## src/design/kssp_pkg.sv

```systemverilog
// ----------------------------------------------------------------------------
// kssp_pkg: keyboard serial status port definitions
// Shared operation codes, key length and the result record type.
// ----------------------------------------------------------------------------
package kssp_pkg;

    localparam int unsigned BITS_PER_KEY = 8;
    localparam int unsigned CNT_W        = 4;

    typedef enum logic [2:0] {
        OP_KBD_CTRL   = 3'd0,
        OP_KBD_READ   = 3'd1,
        OP_STAT_READ  = 3'd2,
        OP_CTRL_WRITE = 3'd3,
        OP_VSYNC      = 3'd4,
        OP_DISP_EN    = 3'd5,
        OP_RTC_READ   = 3'd6
    } op_t;

    typedef struct packed {
        logic [7:0] read_data;
        logic       kbd_irq_n;
        logic       nmi_assert;
        logic       nmi_release;
        logic [7:0] control_bits;
    } res_t;

endpackage

```

## src/design/keyboard_serial_status_port.sv

```systemverilog
// ----------------------------------------------------------------------------
// keyboard_serial_status_port: keyboard receiver, control and status port
// Shifts keyboard bits, drives the keyboard interrupt, holds the control
// register, paces NMI from vsync and returns key and status bytes.
// ----------------------------------------------------------------------------
// Channel  | Handshake          | Payload
// input    | in_valid/in_stall  | opcode, write_data, line_level
// result   | out_valid/out_stall| read_data, kbd_irq_n, nmi_assert, nmi_release,
//          |                    | memory_bank, char_mode_wide, rtc_irq_enable,
//          |                    | blank_video, video_ram_enable
//
// One transaction per cycle while in_stall is low; results are registered.
// State is updated at the input edge; a two-entry output buffer (result
// register plus skid register) lets input flow while a result waits.
// in_stall rises only when both output entries are full.
// rst_n clears all but result data asynchronously; irq resets to idle (high).
// ----------------------------------------------------------------------------
module keyboard_serial_status_port (
    input  logic                 clk,
    input  logic                 rst_n,
    input  logic                 in_valid,
    output logic                 in_stall,
    input  logic [2:0]           opcode,
    input  logic [7:0]           write_data,
    input  logic                 line_level,
    output logic                 out_valid,
    input  logic                 out_stall,
    output logic [7:0]           read_data,
    output logic                 kbd_irq_n,
    output logic                 nmi_assert,
    output logic                 nmi_release,
    output logic [3:0]           memory_bank,
    output logic                 char_mode_wide,
    output logic                 rtc_irq_enable,
    output logic                 blank_video,
    output logic                 video_ram_enable
);
    import kssp_pkg::*;

    logic [7:0]       shift_byte_reg,   shift_byte_next;
    logic [CNT_W-1:0] bit_count_reg,    bit_count_next;
    logic             last_data_reg,    last_data_next;
    logic             last_clock_reg,   last_clock_next;
    logic             irq_n_reg,        irq_n_next;
    logic             vsync_phase_reg,  vsync_phase_next;
    logic [7:0]       control_reg,      control_next;
    logic             disp_en_reg,      disp_en_next;

    res_t             out_reg;
    res_t             skid_reg;
    res_t             res_next;
    logic             out_valid_reg;
    logic             skid_valid_reg;

    logic             in_fire;
    logic             out_fire;
    logic             key_full;
    logic             data_lvl;
    logic             clock_lvl;

    assign in_stall = skid_valid_reg;
    assign in_fire  = in_valid && !skid_valid_reg;
    assign out_fire = out_valid_reg && !out_stall;

    assign key_full  = (bit_count_reg == CNT_W'(BITS_PER_KEY));
    assign data_lvl  = write_data[0];
    assign clock_lvl = write_data[1];

    always_comb
    begin
        shift_byte_next  = shift_byte_reg;
        bit_count_next   = bit_count_reg;
        last_data_next   = last_data_reg;
        last_clock_next  = last_clock_reg;
        irq_n_next       = irq_n_reg;
        vsync_phase_next = vsync_phase_reg;
        control_next     = control_reg;
        disp_en_next     = disp_en_reg;
        res_next         = '0;

        unique case (op_t'(opcode))
            OP_KBD_CTRL:
            begin
                if (key_full)
                begin
                    if (!last_data_reg && data_lvl)
                        irq_n_next = 1'b0;
                end
                else if (!last_clock_reg && clock_lvl)
                begin
                    shift_byte_next = {shift_byte_reg[6:0], data_lvl};
                    bit_count_next  = bit_count_reg + CNT_W'(1);
                end
                last_data_next  = data_lvl;
                last_clock_next = clock_lvl;
            end
            OP_KBD_READ:
            begin
                irq_n_next         = 1'b1;
                bit_count_next     = '0;
                res_next.read_data = shift_byte_reg;
            end
            OP_STAT_READ:
            begin
                res_next.read_data = {irq_n_reg, disp_en_reg, control_reg[5:4], 4'b0000};
            end
            OP_CTRL_WRITE:
            begin
                control_next = write_data;
            end
            OP_VSYNC:
            begin
                if (line_level)
                begin
                    vsync_phase_next    = !vsync_phase_reg;
                    res_next.nmi_assert = vsync_phase_reg && control_reg[5];
                end
            end
            OP_DISP_EN:
            begin
                disp_en_next = line_level;
            end
            OP_RTC_READ:
            begin
                res_next.nmi_release = 1'b1;
            end
            default:
            begin
            end
        endcase

        res_next.kbd_irq_n    = irq_n_next;
        res_next.control_bits = control_next;
    end

    always_ff @(posedge clk or negedge rst_n)
    begin
        if (!rst_n)
        begin
            shift_byte_reg  <= '0;
            bit_count_reg   <= '0;
            last_data_reg   <= 1'b0;
            last_clock_reg  <= 1'b0;
            irq_n_reg       <= 1'b1;
            vsync_phase_reg <= 1'b0;
            control_reg     <= '0;
            disp_en_reg     <= 1'b0;
        end
        else if (in_fire)
        begin
            shift_byte_reg  <= shift_byte_next;
            bit_count_reg   <= bit_count_next;
            last_data_reg   <= last_data_next;
            last_clock_reg  <= last_clock_next;
            irq_n_reg       <= irq_n_next;
            vsync_phase_reg <= vsync_phase_next;
            control_reg     <= control_next;
            disp_en_reg     <= disp_en_next;
        end
    end

    always_ff @(posedge clk or negedge rst_n)
    begin
        if (!rst_n)
        begin
            out_valid_reg  <= 1'b0;
            skid_valid_reg <= 1'b0;
        end
        else
        begin
            if (in_fire)
            begin
                out_valid_reg <= 1'b1;
                if (out_valid_reg && !out_fire)
                    skid_valid_reg <= 1'b1;
            end
            else if (out_fire)
            begin
                out_valid_reg  <= skid_valid_reg;
                skid_valid_reg <= 1'b0;
            end
        end
    end

    always_ff @(posedge clk)
    begin
        if (in_fire)
        begin
            if (!out_valid_reg || out_fire)
                out_reg <= res_next;
            else
                skid_reg <= res_next;
        end
        else if (out_fire && skid_valid_reg)
        begin
            out_reg <= skid_reg;
        end
    end

    assign out_valid        = out_valid_reg;
    assign read_data        = out_reg.read_data;
    assign kbd_irq_n        = out_reg.kbd_irq_n;
    assign nmi_assert       = out_reg.nmi_assert;
    assign nmi_release      = out_reg.nmi_release;
    assign memory_bank      = out_reg.control_bits[3:0];
    assign char_mode_wide   = out_reg.control_bits[4];
    assign rtc_irq_enable   = out_reg.control_bits[5];
    assign blank_video      = out_reg.control_bits[6];
    assign video_ram_enable = out_reg.control_bits[7];

    // hold skid entry only behind a valid result
    a_skid_behind_out: assert property (@(posedge clk) disable iff (!rst_n)
        skid_valid_reg |-> out_valid_reg)
        else $error("skid entry valid without result entry");

    a_count_bound: assert property (@(posedge clk) disable iff (!rst_n)
        bit_count_reg <= CNT_W'(BITS_PER_KEY))
        else $error("bit count beyond key length");

    a_nmi_exclusive: assert property (@(posedge clk) disable iff (!rst_n)
        out_valid_reg |-> !(out_reg.nmi_assert && out_reg.nmi_release))
        else $error("nmi raised and released in one transaction");

    a_kbd_read_release: assert property (@(posedge clk) disable iff (!rst_n)
        (in_fire && opcode == OP_KBD_READ) |=> (irq_n_reg && bit_count_reg == '0))
        else $error("host read did not release interrupt");

    a_nmi_phase: assert property (@(posedge clk) disable iff (!rst_n)
        (in_fire && opcode == OP_VSYNC && line_level && vsync_phase_reg)
        |=> !vsync_phase_reg)
        else $error("vsync phase not reset on second edge");

endmodule
```

## config.mk

```make
export PLATFORM = sky130hd
export DESIGN_NAME = keyboard_serial_status_port
export DESIGN_NICKNAME = d
export VERILOG_FILES = /design/src/design/kssp_pkg.sv /design/src/design/keyboard_serial_status_port.sv
export SDC_FILE = /design/constraint.sdc
export NUM_CORES = 1
export LEC_CHECK = 0
export ABC_AREA = 1
export ABC_CLOCK_PERIOD_IN_PS = 2350
export BUFFER_PORTS_ARGS = -buffer_cell sky130_fd_sc_hd__buf_2
export CORE_MARGIN = 3
export CORE_UTILIZATION = 54
export CTS_BUF_LIST = sky130_fd_sc_hd__clkbuf_4 sky130_fd_sc_hd__clkbuf_8
export CTS_CLUSTER_DIAMETER = 50
export DETAILED_ROUTE_END_ITERATION = 6
export PLACE_DENSITY = 0.83
export SLEW_MARGIN = 10
export SYNTH_ARGS = -nofsm -noshare
export SYNTH_HDL_FRONTEND = slang
export SYNTH_SLANG_ARGS = --single-unit
```

## constraint.sdc

```tcl
create_clock -name clk -period 2.35 [get_ports clk]
set_clock_uncertainty 0.15 [all_clocks]
set_input_delay 0 -clock clk [delete_from_list [all_inputs] [get_ports clk]]
set_output_delay 0 -clock clk [all_outputs]
set_load 0.01 [all_outputs]
```

; ---- Word level (Yosys, flattened, before mapping)
; Cells that the tools add are included.
[classes]
reduce_logical = 27
mux = 19
bitwise_logic = 2
n_eq_ne = 11
add_sub_neg = 1
[op_table]
columns = op, count
row1 = 19-bit 2-to-1 mux, 3
row2 = 8-bit case mux with 2 select lines, 1
row3 = 1-bit 2-to-1 mux, 10
row4 = 2-bit AND reduction, 5
row5 = 3-bit == test (second input constant), 3
row6 = 4-bit 2-to-1 mux, 2
row7 = 8-bit 2-to-1 mux, 1
row8 = 4-bit case mux with 2 select lines, 1
row9 = 4-bit AND reduction, 2
row10 = 1-bit logical AND, 7
row11 = 1-bit zero test, 7
row12 = 3-bit by 2-bit == test with 1-bit output (second input constant), 2
row13 = 2-bit nonzero test, 3
row14 = 4-bit by 1-bit adder with 4-bit output (second input constant), 1
row15 = 4-bit == test (second input constant), 1
row16 = 2-bit by 1-bit inequality test with 1-bit output (second input constant), 2
row17 = 2-bit inequality test (second input constant), 2
row18 = 3-bit by 1-bit == test with 1-bit output (second input constant), 1
row19 = 3-bit zero test, 1
row20 = 3-bit AND reduction, 1
row21 = 1-bit inverter, 2
row22 = 1-bit case mux with 2 select lines, 1
row23 = 1-bit logical OR, 1
[totals]
out_inout_bits = 21
regBits = 65
elab_cells = 80
inputBits = 16

; ---- Longest topological paths before layout
[depth]
word_depth = 7
ltp_mapped = 9
ltp_nobuf = 9

; ---- Least setup slack after synthesis
; Ideal clock, no wire load.
[synth_path]
path_kind = register to register
from = register skid_valid_reg, in the netlist in_stall
to = register skid_reg[0] (netlist bit) (enable)
stages_incl_launch_ff = 6
slack_ps = -36
arrival_ps = 1842
path_cell_list = dfrtp_1 -> nor2_1 -> buf_4 -> inv_2 -> clkbuf_1 -> nor2_1
[synth_between]
elab_chain_cells = 3
[synth_rtl]
columns = item, line
row1 = from (decl), keyboard_serial_status_port.sv:53  ; logic skid_valid_reg;
row2 = from (signal assigned), keyboard_serial_status_port.sv:167  ; skid_valid_reg <= 1'b0;
row3 = from (signal assigned), keyboard_serial_status_port.sv:175  ; skid_valid_reg <= 1'b1;
row4 = from (signal assigned), keyboard_serial_status_port.sv:180  ; skid_valid_reg <= 1'b0;
row5 = 1-bit zero test, keyboard_serial_status_port.sv:62  ; assign in_fire = in_valid && !skid_valid_reg;
row6 = 1-bit logical AND, keyboard_serial_status_port.sv:62
row7 = 2-bit AND reduction (no line), --
row8 = to (signal assigned), keyboard_serial_status_port.sv:192  ; skid_reg <= res_next;
row9 = to (decl), keyboard_serial_status_port.sv:50  ; res_t skid_reg;
; No other way between the ends.
; A chain may end at the register's enable or synchronous reset.

; ---- Worst setup path in the final report
[layout_path]
from = register skid_valid_reg, in the netlist in_stall
to = register disp_en_reg
[layout_between]
elab_chain_cells = 3
[layout_rtl]
columns = item, line
row1 = 1-bit zero test, keyboard_serial_status_port.sv:62
row2 = 1-bit logical AND, keyboard_serial_status_port.sv:62
row3 = 2-bit AND reduction (no line), --
row4 = to (signal assigned), keyboard_serial_status_port.sv:158  ; disp_en_reg <= disp_en_next;
row5 = to (decl), keyboard_serial_status_port.sv:47  ; logic disp_en_reg, disp_en_next;
; No other way between the ends.

==> flow_summary.rst <==
.. list-table::
   :header-rows: 1

   * - Metric
     - Value
   * - Post-CTS setup buffer count
     - 0
   * - Number of different library cells in the post-synthesis netlist
     - 31
   * - Share of the core filled with cells in the final layout
     - 67.95%
   * - # setup viols final
     - 0
   * - Power density relative to cell area
     - 1033 nW/um^2
   * - Most used standard cells in the synthesized netlist
     - sky130_fd_sc_hd__nand2_1, sky130_fd_sc_hd__edfxtp_1, sky130_fd_sc_hd__inv_1, sky130_fd_sc_hd__dfrtp_1, sky130_fd_sc_hd__o21ai_0
   * - Fin crit share
     - 83.43%
   * - Fmax
     - 0.5101 GHz
   * - Share of cells above drive strength 1
     - 28.78%
   * - Number of design-rule violations left by the first detailed-router iteration
     - 169
   * - Flip-flop and latch count after synthesis
     - 65
   * - Share of Yosys cell area claimed by the top area cell type
     - 38.91%
   * - Overall fraction of global-route tracks in use
     - 20.17%
   * - Row count
     - 26
   * - Number of antenna diodes
     - 0
   * - CP max FO
     - 25
   * - Cells after Synth
     - 273
   * - Clock-pin slew on the worst setup and hold paths
     - 60 ps
   * - Unrepaired setup endpoints after global routing
     - no
   * - Sort of element at the end of the critical path
     - register
   * - Number of nets in the layout
     - 350
   * - Number of top-level pins
     - 37
   * - TritonCTS clock tree
     - done
   * - Max clock buf depth
     - 2
   * - Max capacitance violation total
     - 0
   * - Sort of element at the start of the critical path
     - register
   * - Number of placed instances with taps included
     - 376
   * - Net Count, Synth
     - 291
   * - Largest cells by area after synthesis
     - sky130_fd_sc_hd__edfxtp_1, sky130_fd_sc_hd__dfrtp_1, sky130_fd_sc_hd__nand2_1
   * - Antenna Nets Post-Route
     - 0
   * - Worst slack, placed
     - 586.1 ps
   * - Top cell by count, worst path
     - sky130_fd_sc_hd__nand2_1
   * - Count of input and output buffers
     - 36
   * - R2R Path Start
     - in_stall
   * - Least-Margin Pin Slew
     - 653.2 ps
   * - Number of cells upsized or downsized after cts
     - 0
   * - Detail-routed via count per cell
     - 5.086
   * - Number of flip-flops in the largest register
     - 19
   * - Most common flop cell mapped by yosys
     - sky130_fd_sc_hd__edfxtp_1
   * - Mean Syn Cell Area
     - 10.74 sq um
   * - Placed wire-length estimate after detailed placement
     - 3621 um
   * - Critical Path Source
     - in_stall
   * - Final hold violations
     - 0
   * - Non-filler cells in the finished layout
     - 407
   * - Worst path arrival time
     - 2080 ps
   * - Pin count of the biggest net entering global routing
     - 28
   * - Leakage
     - 0.001578 uW
   * - Total negative setup slack
     - 0 ps
   * - Critical path, cell by cell
     - nor2_2 > inv_2 > buf_4 > nor2_1 > nand2_1 > dlygate4sd3_1 > nand2_1
   * - Effective utilization at floorplan
     - 56.70%
   * - Shortest clock period the worst path allows after layout
     - 1961 ps
   * - First-pass GRT wire length
     - 9522 um
   * - Largest stage delay on the critical path
     - 550 ps
   * - First-pass DRT Iterations
     - 4
   * - Setup WS post-layout
     - 389.5 ps
   * - Count of synthesis-stage warnings from yosys
     - 0
   * - Kind of cell adding the most delay to the critical path
     - buffers and inverters
   * - Post-synth top area cell
     - sky130_fd_sc_hd__edfxtp_1
   * - Vias after detailed routing
     - 2,070
   * - Total power of the final layout
     - 3632 uW
   * - Count of flip-flops with a built-in enable after synthesis
     - 38
   * - Share of flip-flops with an asynchronous set or reset
     - 41.54%
   * - GPL Wtd Cong
     - 0.7911
   * - Worst path required time
     - 2470 ps
   * - Die width
     - 79.70 um
   * - Area added between synthesis and finish
     - 19.84%
   * - Core area
     - 5172 sq um
   * - Number of H-tree levels
     - 3
   * - Number of hold-repair buffers added at the cts stage
     - 15
   * - Worst voltage drop across the vdd grid
     - 0.4305 mV
   * - Startpoint of the most critical hold path
     - in_valid
   * - Result of the run
     - completed
   * - Area of the die
     - 6351 sq um
   * - Source-to-sink clock delay at the later pin of the worst-skew pair
     - 340 ps
   * - Cell area after synthesis
     - 2933 sq um
   * - Final Routed Wirelength
     - 5582 um
   * - Number of global-route vias before repair
     - 2,023
   * - Critical-path cell with the highest stage delay
     - sky130_fd_sc_hd__dlygate4sd3_1
   * - Total buffers and inverters traversed by the critical path
     - 3
   * - Fraction of the yosys area taken by sequential cells
     - 61.99%
   * - Number of buffers added by the clock tree synthesis step
     - 9
   * - Max-slew violation total from the final report
     - 0
   * - Wire per inst
     - 13.71 um
   * - Congestion Overflow GR
     - 0
   * - Worst hold path type
     - in2reg
   * - CTS sink cnt
     - 65
   * - Critical setup path kind
     - reg2reg
   * - Slew headroom
     - 56.45%
   * - Most used standard cell by instance count after synthesis
     - sky130_fd_sc_hd__nand2_1
   * - Post-route DRC violation count
     - 0
   * - Chip Height
     - 79.70 um
   * - Root buffer cell
     - sky130_fd_sc_hd__clkbuf_8
   * - Antenna violations before repair
     - 0
[logic make-up after synthesis]
| family | after synthesis | share of synthesized area (%) |
|---|---|---|
| adders and majority gates | 2 | 0.8531 |
| AOI/OAI and AO/OA | 50 | 12.93 |
| xor gates and xnor gates | 2 | 0.5974 |
| buffers and inverters | 38 | 6.100 |
| and+or+nand+nor | 116 | 17.53 |
| DFF | 65 | 61.99 |
[where the power goes]
part	leakage (uW)	internal, uW	switching [uW]
clock network	0.0000988	470	385
registers	0.000709	1630	140
logic	0.000770	382	629
[per-stage QoR]
step	hold slack, ps	instance area [sq um]
floorplan	-445.6	2935
global placement	-94.06	3184
detailed placement	-90.84	3184
CTS	3.985	3515
global route	82.71	3515
finish	18.04	3515
[layout by cell type, fill, tap and decap left out, types with 2 or more instances in the layout]
cell | Yosys | layout
sky130_fd_sc_hd__o211ai_2 | 8 | 8
sky130_fd_sc_hd__nand2_2 | 4 | 4
sky130_fd_sc_hd__o21a_1 | 8 | 8
sky130_fd_sc_hd__clkbuf_4 | 0 | 5
sky130_fd_sc_hd__nor2_2 | 5 | 7
sky130_fd_sc_hd__nand3_1 | 8 | 8
sky130_fd_sc_hd__edfxtp_1 | 38 | 38
sky130_fd_sc_hd__xor2_1 | 2 | 2
sky130_fd_sc_hd__dlygate4sd3_1 | 0 | 15
sky130_fd_sc_hd__clkbuf_8 | 0 | 10
sky130_fd_sc_hd__o21ai_2 | 10 | 10
sky130_fd_sc_hd__nand2_1 | 83 | 83
sky130_fd_sc_hd__a21oi_1 | 4 | 3
sky130_fd_sc_hd__ha_1 | 2 | 2
sky130_fd_sc_hd__dfrtp_1 | 26 | 26
sky130_fd_sc_hd__buf_4 | 1 | 6
sky130_fd_sc_hd__buf_2 | 2 | 36
sky130_fd_sc_hd__o21ai_1 | 5 | 5
sky130_fd_sc_hd__o21ai_0 | 14 | 14
sky130_fd_sc_hd__inv_1 | 28 | 28
sky130_fd_sc_hd__nor2_1 | 9 | 7
[routing by layer]
layer	track usage, %	share of wire (%)
met4	10.65	2.7
met2	31.39	47
met5	0	0
met3	4.402	4.4
met1	26.44	46
[area by class of cell]
cell class                      instances  area (sq um)
Tap cell                               70         87.58
Clock inverter                          1         5.005
Multi-Input combinational cell        170         944.7
Clock buffer                           15         175.2
Timing Repair Buffer                   57         375.4
Sequential cell                        65          1818
Inverter                               29         108.9
Fill cell                             376          1658
[worst reg2reg max path, stage by stage (launching register included)]
cell and delay, ps:
sky130_fd_sc_hd__dfrtp_1 410, sky130_fd_sc_hd__nor2_2 250, sky130_fd_sc_hd__inv_2 80, sky130_fd_sc_hd__buf_4 230, sky130_fd_sc_hd__nor2_1 130, sky130_fd_sc_hd__nand2_1 50, sky130_fd_sc_hd__dlygate4sd3_1 550, sky130_fd_sc_hd__nand2_1 60
[path summary, 6_finish.rpt]
| path | end | slack [ps] | cells past startpoint |
|---|---|---|---|
| setup / recovery | disp_en_reg | 390 | 7 |
| hold / removal | out_valid | 20 | 5 |
| setup reg to reg | disp_en_reg | 390 | 7 |
| hold reg to reg | vsync_phase_reg | 320 | 1 |
| max in group asynchronous | bit_count_reg[0] | 1550 | 2 |
| min in group asynchronous | control_reg[0] | 60 | 2 |
(Power assumes the default switching activity.)
